## src/hw/rtl/dus_pkg.sv

```systemverilog
// dus_pkg: shared types and constants for the dot-unstuffing stream filter
// used by the channel interfaces and dot_unstuff_stream_filter; no dependencies
`default_nettype none

package dus_pkg;

  localparam int unsigned BYTE_W  = 8;
  localparam int unsigned COUNT_W = 32;
  localparam int unsigned SLOTS   = 3;
  localparam int unsigned SLOT_W  = $clog2(SLOTS + 1);

  localparam logic [BYTE_W-1:0]  CH_DOT    = 8'h2E;
  localparam logic [BYTE_W-1:0]  CH_CR     = 8'h0D;
  localparam logic [BYTE_W-1:0]  CH_LF     = 8'h0A;
  localparam logic [COUNT_W-1:0] COUNT_MAX = '1;

  typedef enum logic [1:0] {
    PH_START  = 2'd0,
    PH_DOTS   = 2'd1,
    PH_TEXT   = 2'd2,
    PH_DOT_CR = 2'd3
  } phase_t;

  typedef struct packed {
    logic [BYTE_W-1:0]  data;
    logic               is_data;
    logic               last;
    logic               done;
    logic [COUNT_W-1:0] total;
  } slot_t;

endpackage

`default_nettype wire

```

## src/hw/rtl/dus_in_if.sv

```systemverilog
// dus_in_if: input beat channel (raw text byte and restart flag)
// depends on dus_pkg for field widths
`default_nettype none

interface dus_in_if;
  import dus_pkg::*;

  logic              valid;
  logic              ready;
  logic [BYTE_W-1:0] in_byte;
  logic              restart;

  modport source (output valid, output in_byte, output restart, input ready);
  modport sink (input valid, input in_byte, input restart, output ready);
endinterface

`default_nettype wire

```

## src/hw/rtl/dus_out_if.sv

```systemverilog
// dus_out_if: result beat channel (emitted byte with status and running count)
// depends on dus_pkg for field widths
`default_nettype none

interface dus_out_if;
  import dus_pkg::*;

  logic               valid;
  logic               ready;
  logic [BYTE_W-1:0]  out_byte;
  logic               byte_valid;
  logic               last_of_run;
  logic               done_res;
  logic [COUNT_W-1:0] total_bytes;

  modport source (output valid, output out_byte, output byte_valid, output last_of_run,
                  output done_res, output total_bytes, input ready);
  modport sink (input valid, input out_byte, input byte_valid, input last_of_run,
                input done_res, input total_bytes, output ready);
endinterface

`default_nettype wire

```

## src/hw/rtl/dot_unstuff_stream_filter.sv

```systemverilog
// dot_unstuff_stream_filter: smtp-style dot unstuffing of a byte stream
// depends on dus_pkg, dus_in_if and dus_out_if
//
//   channel     | dir | contents
//   raw         | in  | in_byte, restart
//   clean       | out | out_byte, byte_valid, last_of_run, done_res, total_bytes
//   cfg_wr_*    | in  | byte_limit register write
//
// One input beat is decoded per cycle, while raw.ready is high, into up to three
// result beats held in a three-entry output buffer. A new beat is taken when the
// buffer is empty or its last entry leaves in the same cycle, so single-result
// beats stream at one per cycle while clean.ready holds; an N-result beat leaves
// as N output beats first. Reset is synchronous and loads byte_limit and the
// transfer state; output stalls back up through the buffer to raw.ready.
`default_nettype none

module dot_unstuff_stream_filter (
  input  logic                   clk,
  input  logic                   rst,
  input  logic                   cfg_wr_en,
  input  logic [dus_pkg::COUNT_W-1:0] cfg_wr_data,
  dus_in_if.sink                 raw,
  dus_out_if.source              clean
);
  import dus_pkg::*;

  logic [COUNT_W-1:0] byte_limit;
  phase_t             phase;
  logic               several_dots;
  logic [COUNT_W-1:0] bytes_left;
  logic [COUNT_W-1:0] emitted_count;
  logic               finished;

  slot_t              slots [SLOTS];
  logic [SLOT_W-1:0]  fill;

  // effective state after an optional restart
  phase_t             e_phase;
  logic               e_sd;
  logic [COUNT_W-1:0] e_left;
  logic [COUNT_W-1:0] e_count;
  logic               e_fin;
  logic               active;

  phase_t             phase_next;
  logic               several_dots_next;
  logic [COUNT_W-1:0] bytes_left_next;
  logic [COUNT_W-1:0] emitted_count_next;
  logic               finished_next;
  logic               term;

  logic [BYTE_W-1:0]  emit [SLOTS];
  logic [SLOT_W-1:0]  n_emit;
  logic [SLOT_W-1:0]  n_res;
  logic [COUNT_W-1:0] cnt_at [SLOTS];
  logic [COUNT_W+1:0] sum_at [SLOTS];
  slot_t              new_slots [SLOTS];

  logic               accept;
  logic               pop;
  logic [BYTE_W-1:0]  ch;

  assign ch     = raw.in_byte;
  assign pop    = (fill != '0) && clean.ready;
  assign accept = raw.valid && raw.ready;

  assign raw.ready = (fill == '0) || ((fill == SLOT_W'(1)) && clean.ready);

  always_comb begin
    if (raw.restart) begin
      e_phase = PH_START;
      e_sd    = 1'b0;
      e_left  = byte_limit;
      e_count = '0;
      e_fin   = 1'b0;
    end else begin
      e_phase = phase;
      e_sd    = several_dots;
      e_left  = bytes_left;
      e_count = emitted_count;
      e_fin   = finished;
    end
    active = !e_fin && (e_left != '0);
  end

  // next line state
  always_comb begin
    phase_next        = e_phase;
    several_dots_next = e_sd;
    term              = 1'b0;
    if (active) begin
      case (e_phase)
        PH_START: begin
          if (ch == CH_DOT) begin
            phase_next        = PH_DOTS;
            several_dots_next = 1'b0;
          end else if (ch != CH_LF) begin
            phase_next = PH_TEXT;
          end
        end
        PH_DOTS: begin
          if (ch == CH_CR) begin
            phase_next = PH_DOT_CR;
          end else if (ch == CH_LF) begin
            if (!e_sd) term = 1'b1;
            else phase_next = PH_START;
          end else if (ch == CH_DOT) begin
            several_dots_next = 1'b1;
          end else begin
            phase_next = PH_TEXT;
          end
        end
        PH_TEXT: begin
          if (ch == CH_LF) phase_next = PH_START;
        end
        PH_DOT_CR: begin
          if (ch == CH_LF) begin
            if (!e_sd) term = 1'b1;
            else phase_next = PH_START;
          end else begin
            phase_next = PH_TEXT;
          end
        end
        default: phase_next = PH_START;
      endcase
    end
    bytes_left_next = active ? e_left - COUNT_W'(1) : e_left;
    if (e_fin) finished_next = 1'b1;
    else if (e_left == '0) finished_next = 1'b1;
    else finished_next = term || (e_left == COUNT_W'(1));
  end

  // emitted bytes
  always_comb begin
    n_emit = '0;
    for (int k = 0; k < SLOTS; k++) emit[k] = ch;
    if (active) begin
      case (e_phase)
        PH_START: begin
          if (ch != CH_DOT) n_emit = SLOT_W'(1);
        end
        PH_DOTS: begin
          if (ch == CH_LF) begin
            if (e_sd) n_emit = SLOT_W'(1);
          end else if (ch == CH_DOT) begin
            n_emit = SLOT_W'(1);
          end else if (ch != CH_CR) begin
            emit[0] = CH_DOT;
            n_emit  = SLOT_W'(2);
          end
        end
        PH_TEXT: n_emit = SLOT_W'(1);
        PH_DOT_CR: begin
          if (ch == CH_LF) begin
            if (e_sd) begin
              emit[0] = CH_CR;
              n_emit  = SLOT_W'(2);
            end
          end else begin
            emit[0] = CH_DOT;
            emit[1] = CH_CR;
            n_emit  = SLOT_W'(3);
          end
        end
        default: n_emit = '0;
      endcase
    end
  end

  // saturating running counts and result slots
  always_comb begin
    for (int k = 0; k < SLOTS; k++) begin
      sum_at[k] = {2'b00, e_count} + (COUNT_W + 2)'(k + 1);
      cnt_at[k] = (sum_at[k][COUNT_W+1:COUNT_W] != 2'b00) ? COUNT_MAX
                                                         : sum_at[k][COUNT_W-1:0];
    end
    if (n_emit == '0) emitted_count_next = e_count;
    else emitted_count_next = cnt_at[n_emit - SLOT_W'(1)];

    if (e_fin) n_res = '0;
    else if (n_emit != '0) n_res = n_emit;
    else n_res = finished_next ? SLOT_W'(1) : '0;

    for (int k = 0; k < SLOTS; k++) begin
      if (n_emit == '0) begin
        new_slots[k].data    = '0;
        new_slots[k].is_data = 1'b0;
        new_slots[k].last    = 1'b1;
        new_slots[k].total   = e_count;
      end else begin
        new_slots[k].data    = emit[k];
        new_slots[k].is_data = 1'b1;
        new_slots[k].last    = (SLOT_W'(k + 1) == n_emit);
        new_slots[k].total   = cnt_at[k];
      end
      new_slots[k].done = finished_next;
    end
  end

  always_ff @(posedge clk) begin
    if (rst) begin
      byte_limit <= COUNT_MAX;
    end else if (cfg_wr_en) begin
      byte_limit <= cfg_wr_data;
    end
  end

  always_ff @(posedge clk) begin
    if (rst) begin
      phase         <= PH_START;
      several_dots  <= 1'b0;
      bytes_left    <= COUNT_MAX;
      emitted_count <= '0;
      finished      <= 1'b0;
    end else if (accept) begin
      phase         <= phase_next;
      several_dots  <= several_dots_next;
      bytes_left    <= bytes_left_next;
      emitted_count <= emitted_count_next;
      finished      <= finished_next;
    end
  end

  always_ff @(posedge clk) begin
    if (rst) begin
      fill <= '0;
    end else if (accept) begin
      fill <= n_res;
    end else if (pop) begin
      fill <= fill - SLOT_W'(1);
    end
  end

  always_ff @(posedge clk) begin
    if (accept) begin
      for (int k = 0; k < SLOTS; k++) slots[k] <= new_slots[k];
    end else if (pop) begin
      for (int k = 0; k < SLOTS - 1; k++) slots[k] <= slots[k + 1];
    end
  end

  assign clean.valid       = (fill != '0);
  assign clean.out_byte    = slots[0].data;
  assign clean.byte_valid  = slots[0].is_data;
  assign clean.last_of_run = slots[0].last;
  assign clean.done_res    = slots[0].done;
  assign clean.total_bytes = slots[0].total;

endmodule

`default_nettype wire
```

## src/flat_wrapper.sv

```systemverilog
// flat-port wrapper written by rule: the top's interface ports become plain ports
module dot_unstuff_stream_filter_flat import dus_pkg::*;
  (clk, rst, cfg_wr_en, cfg_wr_data, raw_valid, raw_in_byte, raw_restart, raw_ready, clean_valid, clean_out_byte, clean_byte_valid, clean_last_of_run, clean_done_res, clean_total_bytes, clean_ready);
  dus_in_if raw_i ();
  dus_out_if clean_i ();
  input  logic clk;
  input  logic rst;
  input  logic cfg_wr_en;
  input  logic [dus_pkg::COUNT_W-1:0] cfg_wr_data;
  input wire logic [$bits(raw_i.valid)-1:0] raw_valid;
  input wire logic [$bits(raw_i.in_byte)-1:0] raw_in_byte;
  input wire logic [$bits(raw_i.restart)-1:0] raw_restart;
  output wire logic [$bits(raw_i.ready)-1:0] raw_ready;
  output wire logic [$bits(clean_i.valid)-1:0] clean_valid;
  output wire logic [$bits(clean_i.out_byte)-1:0] clean_out_byte;
  output wire logic [$bits(clean_i.byte_valid)-1:0] clean_byte_valid;
  output wire logic [$bits(clean_i.last_of_run)-1:0] clean_last_of_run;
  output wire logic [$bits(clean_i.done_res)-1:0] clean_done_res;
  output wire logic [$bits(clean_i.total_bytes)-1:0] clean_total_bytes;
  input wire logic [$bits(clean_i.ready)-1:0] clean_ready;
  assign raw_i.valid = raw_valid;
  assign raw_i.in_byte = raw_in_byte;
  assign raw_i.restart = raw_restart;
  assign raw_ready = raw_i.ready;
  assign clean_valid = clean_i.valid;
  assign clean_out_byte = clean_i.out_byte;
  assign clean_byte_valid = clean_i.byte_valid;
  assign clean_last_of_run = clean_i.last_of_run;
  assign clean_done_res = clean_i.done_res;
  assign clean_total_bytes = clean_i.total_bytes;
  assign clean_i.ready = clean_ready;
  dot_unstuff_stream_filter u_core (.clk(clk), .rst(rst), .cfg_wr_en(cfg_wr_en), .cfg_wr_data(cfg_wr_data), .raw(raw_i), .clean(clean_i));
endmodule
```

## config.mk

```make
export PLATFORM = sky130hd
export DESIGN_NAME = dot_unstuff_stream_filter_flat
export DESIGN_NICKNAME = d
export VERILOG_FILES = /design/src/hw/rtl/dus_pkg.sv /design/src/hw/rtl/dus_in_if.sv /design/src/hw/rtl/dus_out_if.sv /design/src/hw/rtl/dot_unstuff_stream_filter.sv /design/src/flat_wrapper.sv
export SDC_FILE = /design/constraint.sdc
export NUM_CORES = 1
export LEC_CHECK = 0
export BUFFER_PORTS_ARGS = -buffer_cell sky130_fd_sc_hd__buf_2
export CAP_MARGIN = 5
export CORE_MARGIN = 1.5
export CORE_UTILIZATION = 56
export CTS_CLUSTER_SIZE = 10
export DETAILED_ROUTE_END_ITERATION = 8
export GPL_ROUTABILITY_DRIVEN = 0
export HOLD_SLACK_MARGIN = 0.06
export PLACE_DENSITY = 0.77
export SYNTH_ARGS = -nofsm -noshare
export SYNTH_HDL_FRONTEND = slang
export SYNTH_SLANG_ARGS = --single-unit
```

## constraint.sdc

```tcl
create_clock -name clk -period 6.6 [get_ports clk]
set_input_delay 1.32 -clock clk [delete_from_list [all_inputs] [get_ports clk]]
set_output_delay 1.32 -clock clk [all_outputs]
set_load 0.005 [all_outputs]
```

==> results.rst <==
.. list-table::
   :header-rows: 1

   * - Metric
     - Value
   * - Total DRC errors in the routed layout
     - 0
   * - Placed instance area
     - 15500 µm²
   * - Net count reported at finish
     - 1868
   * - Total number of yosys warnings
     - 0
   * - Prevailing post-synth register cell
     - sky130_fd_sc_hd__edfxtp_1
   * - Fraction of the yosys area taken by sequential cells
     - 39.1%
   * - Max Clk Rate
     - 0.178 GHz
   * - Sequential standard cell area
     - 5920 µm²
   * - Final Non-Filler Cells
     - 2173
   * - Initial DRT Pass Iterations
     - 6
   * - Overall die height
     - 167 µm
   * - Design Area, Final
     - 16400 µm²
   * - CP arrival
     - 6.11 ns
   * - Vias after detailed routing
     - 14577
   * - Vias in the first global route
     - 13538
   * - Net count after synthesis
     - 1892
   * - Overflow left after global routing
     - 0
   * - Final Core Density
     - 61.2%
   * - Routed Antenna Nets
     - 0
   * - Flop2flop setup slack
     - 2.03 ns
   * - Kind of end point of the critical path
     - flip-flop
   * - CTS Hold Buffers Added
     - 0
   * - Cell variety after synth
     - 82
   * - DR WL/cell
     - 20.9 µm
   * - Worst slew margin relative to its limit
     - 13.2%
   * - Detailed-route vias per instance
     - 6.71
   * - Post-CTS Setup Bufs
     - 0
   * - Wirelength, routed
     - 45.4 mm
   * - Instance count of the mapped netlist
     - 1834
   * - # resized after CTS
     - 0
   * - Leakage power
     - 6.02 nW
   * - Share of the clock period used by the worst path
     - 85.4%
   * - Largest net degree at the start of global routing
     - 67
   * - Slew at the pin closest to its max-slew limit
     - 1.29 ns
   * - Maximum clock insertion buffer count
     - 3
   * - Post-synth design cell area
     - 15100 µm²
   * - Worst min-delay path class
     - flip-flop to flip-flop
   * - Placeable core region
     - 26700 µm²
   * - Die outline area
     - 28000 µm²
   * - Number of DRC markers after the initial detailed-route iteration
     - 1993
   * - Count of buffers from port buffering
     - 90
   * - Endpoints failing setup
     - 0
   * - Clk_skew
     - 0.0108 ns
   * - Crit path launch type
     - input pin
   * - Required arrival time at the worst endpoint
     - 7.08 ns
   * - Fraction of layout instances using a drive strength above 1
     - 11.8%
   * - Cell count after placement
     - 2121
   * - Die Span X
     - 167 µm
   * - Max capacitance violation total
     - 0
   * - Start-to-end type of the worst setup path
     - input pin to flip-flop
   * - Peak fanout along the critical path
     - 66
   * - Relative area change from synthesis to final layout
     - 8.00%
   * - Final hold slack
     - 0.481 ns
   * - Number of rows in the core area
     - 60
   * - Num Clock Sinks
     - 231
   * - TritonCTS clock tree
     - built
   * - Combined area of the multi-input logic cells
     - 8340 µm²
   * - Count of H-tree levels built during CTS
     - 1
   * - EDFF count, synth
     - 129
   * - Post-synthesis area per instance
     - 8.26 µm²
   * - Power per standard cell area
     - 328 nW/µm²
   * - Global-route wire length before repair
     - 72.4 mm
   * - Worst-skew pair later-pin latency
     - 0.56 ns
   * - Total global routing track utilization
     - 32.0%
   * - Unrepaired setup endpoints after global routing
     - false
   * - Number of top-level pins
     - 91
   * - Final hold violation count
     - 0
   * - Async set-or-reset flop fraction in the synthesized netlist
     - 0%
   * - Initial cell density of the core
     - 56.7%
   * - Clock slew seen by the registers of the worst setup and hold paths
     - 0.06 ns
   * - Flops & latches, synth
     - 231
   * - Number of buffers created by CTS
     - 28
   * - CTS Root Buffer Type
     - sky130_fd_sc_hd__clkbuf_16
   * - Slew Limit Fails
     - 0
   * - Number of antenna violations at the first check in global routing
     - 0
   * - Post-detailed-placement half-perimeter wirelength
     - 29.8 mm
   * - Final-layout setup total negative slack
     - 0 ns
   * - Worst supply voltage drop on vdd
     - 0.000222 V
   * - Fill cell instance count of the final layout
     - 2245
   * - Status
     - finished clean
   * - Final worst path period need
     - 5.63 ns
area by class of cell:
type                            count  area share, %
Inverter                           19          0.444
Multi-Input combinational cell   1399           51.0
Antenna cell                        1         0.0153
Tap cell                          341           2.61
Sequential cell                   231           36.2
Timing Repair Buffer              131           4.65
Clock inverter                      3          0.161
Clock buffer                       48           4.99
cell families after synthesis:
logic type / synth area share, %
buf+inv: 6.22
compound gates: 20.4
flops: 39.1
mux: 5.50
simple gates: 24.8
xor+xnor: 3.06
fa+ha+maj: 0.991
synth_stat cells, types with 10 or more instances:
cell type | count | area (µm²)
sky130_fd_sc_hd__mux2_2 | 10 | 113
sky130_fd_sc_hd__or3_1 | 14 | 87.6
sky130_fd_sc_hd__a211oi_1 | 13 | 97.6
sky130_fd_sc_hd__nand3_1 | 75 | 375
sky130_fd_sc_hd__xnor2_1 | 33 | 289
sky130_fd_sc_hd__or4_1 | 11 | 82.6
sky130_fd_sc_hd__nor2b_1 | 34 | 213
sky130_fd_sc_hd__nand4_1 | 22 | 138
sky130_fd_sc_hd__or2_2 | 12 | 75.1
sky130_fd_sc_hd__a21oi_1 | 117 | 586
sky130_fd_sc_hd__clkbuf_1 | 122 | 458
sky130_fd_sc_hd__and3_1 | 12 | 75.1
sky130_fd_sc_hd__o21ai_0 | 144 | 721
sky130_fd_sc_hd__nand4b_1 | 12 | 105
sky130_fd_sc_hd__edfxtp_1 | 129 | 3870
sky130_fd_sc_hd__a21o_1 | 25 | 188
sky130_fd_sc_hd__xor2_1 | 20 | 175
sky130_fd_sc_hd__buf_1 | 11 | 41.3
sky130_fd_sc_hd__dfxtp_1 | 102 | 2040
sky130_fd_sc_hd__nand2b_1 | 13 | 81.3
sky130_fd_sc_hd__buf_4 | 42 | 315
sky130_fd_sc_hd__ha_1 | 12 | 150
sky130_fd_sc_hd__nor4_1 | 26 | 163
sky130_fd_sc_hd__nand2_1 | 258 | 968
sky130_fd_sc_hd__o31ai_1 | 13 | 97.6
sky130_fd_sc_hd__nor2_1 | 166 | 623
sky130_fd_sc_hd__a31oi_1 | 27 | 169
sky130_fd_sc_hd__mux2i_1 | 72 | 721
sky130_fd_sc_hd__and2_1 | 15 | 93.8
sky130_fd_sc_hd__nor3_1 | 49 | 245
sky130_fd_sc_hd__o211ai_1 | 22 | 165
sky130_fd_sc_hd__inv_1 | 16 | 60.1
sky130_fd_sc_hd__o41ai_1 | 11 | 96.3
layer usage:
layer  track usage (%)  share of wire [%]
met1              42.7                 40
met5                 0                  0
met3              7.73                 13
met4              18.0                5.7
met2              47.7                 42
where the power goes:
| group | switching [mW] | leakage [nW] | total [mW] | internal (mW) |
|---|---|---|---|---|
| logic | 1.15 | 3.49 | 1.68 | 0.538 |
| registers | 0.185 | 2.12 | 2.24 | 2.05 |
| clock network | 0.606 | 0.407 | 1.44 | 0.831 |
cell usage in the layout (no fill, tap or decap), drive strengths merged, types with 27 or more instances in the layout:
master,instances
nand3,76
xnor2,33
o21ai,148
mux2i,72
nor2b,34
clkbuf,48
nand2,258
nor4,29
edfxtp,129
buf,131
nor2,166
a31oi,27
a21oi,117
dfxtp,102
nor3,49
worst paths after layout:
check / to / startpoint / depth (start not counted)
worst max register to register: u_core.emitted_count[23] / u_core.byte_limit[20] / 12
worst min register to register: u_core.bytes_left[15] / u_core.bytes_left[15] / 2
worst max-delay path: u_core.emitted_count[23] / raw_restart / 16
worst min-delay path: u_core.bytes_left[15] / u_core.bytes_left[15] / 2
sequential cells by signal, indices dropped and copies added (netlist names):
signal and count:
u_core.byte_limit 32, u_core.bytes_left 32, u_core.emitted_count 32, u_core.fill 2, u_core.finished 1, u_core.phase 2, u_core.several_dots 1, u_core.slots 129
worst max-delay path, cell delays in order:
cell                       delay [ns]
sky130_fd_sc_hd__buf_4           0.54
sky130_fd_sc_hd__buf_4           0.28
sky130_fd_sc_hd__mux2i_1         0.38
sky130_fd_sc_hd__ha_1            0.22
sky130_fd_sc_hd__inv_1           0.05
sky130_fd_sc_hd__a211oi_2        0.25
sky130_fd_sc_hd__nand3_2         0.25
sky130_fd_sc_hd__o21ai_1         0.21
sky130_fd_sc_hd__buf_4           0.18
sky130_fd_sc_hd__a21oi_1         0.08
sky130_fd_sc_hd__inv_1           0.13
sky130_fd_sc_hd__ha_4            0.29
sky130_fd_sc_hd__clkinv_1        0.35
sky130_fd_sc_hd__nor2_1          1.05
sky130_fd_sc_hd__o21ai_0         0.25
sky130_fd_sc_hd__a31oi_1         0.22
through the flow:
stage / setup slack [ns] / power, mW
finish: 0.966 / 5.36
global route: 0.681 / 5.62
CTS: 1.13 / 5.34
detailed placement: 0.581 / 3.90
global placement: 0.750 / 3.86
floorplan: 0.100 / 3.44
Power figures use the tool's default switching activity.
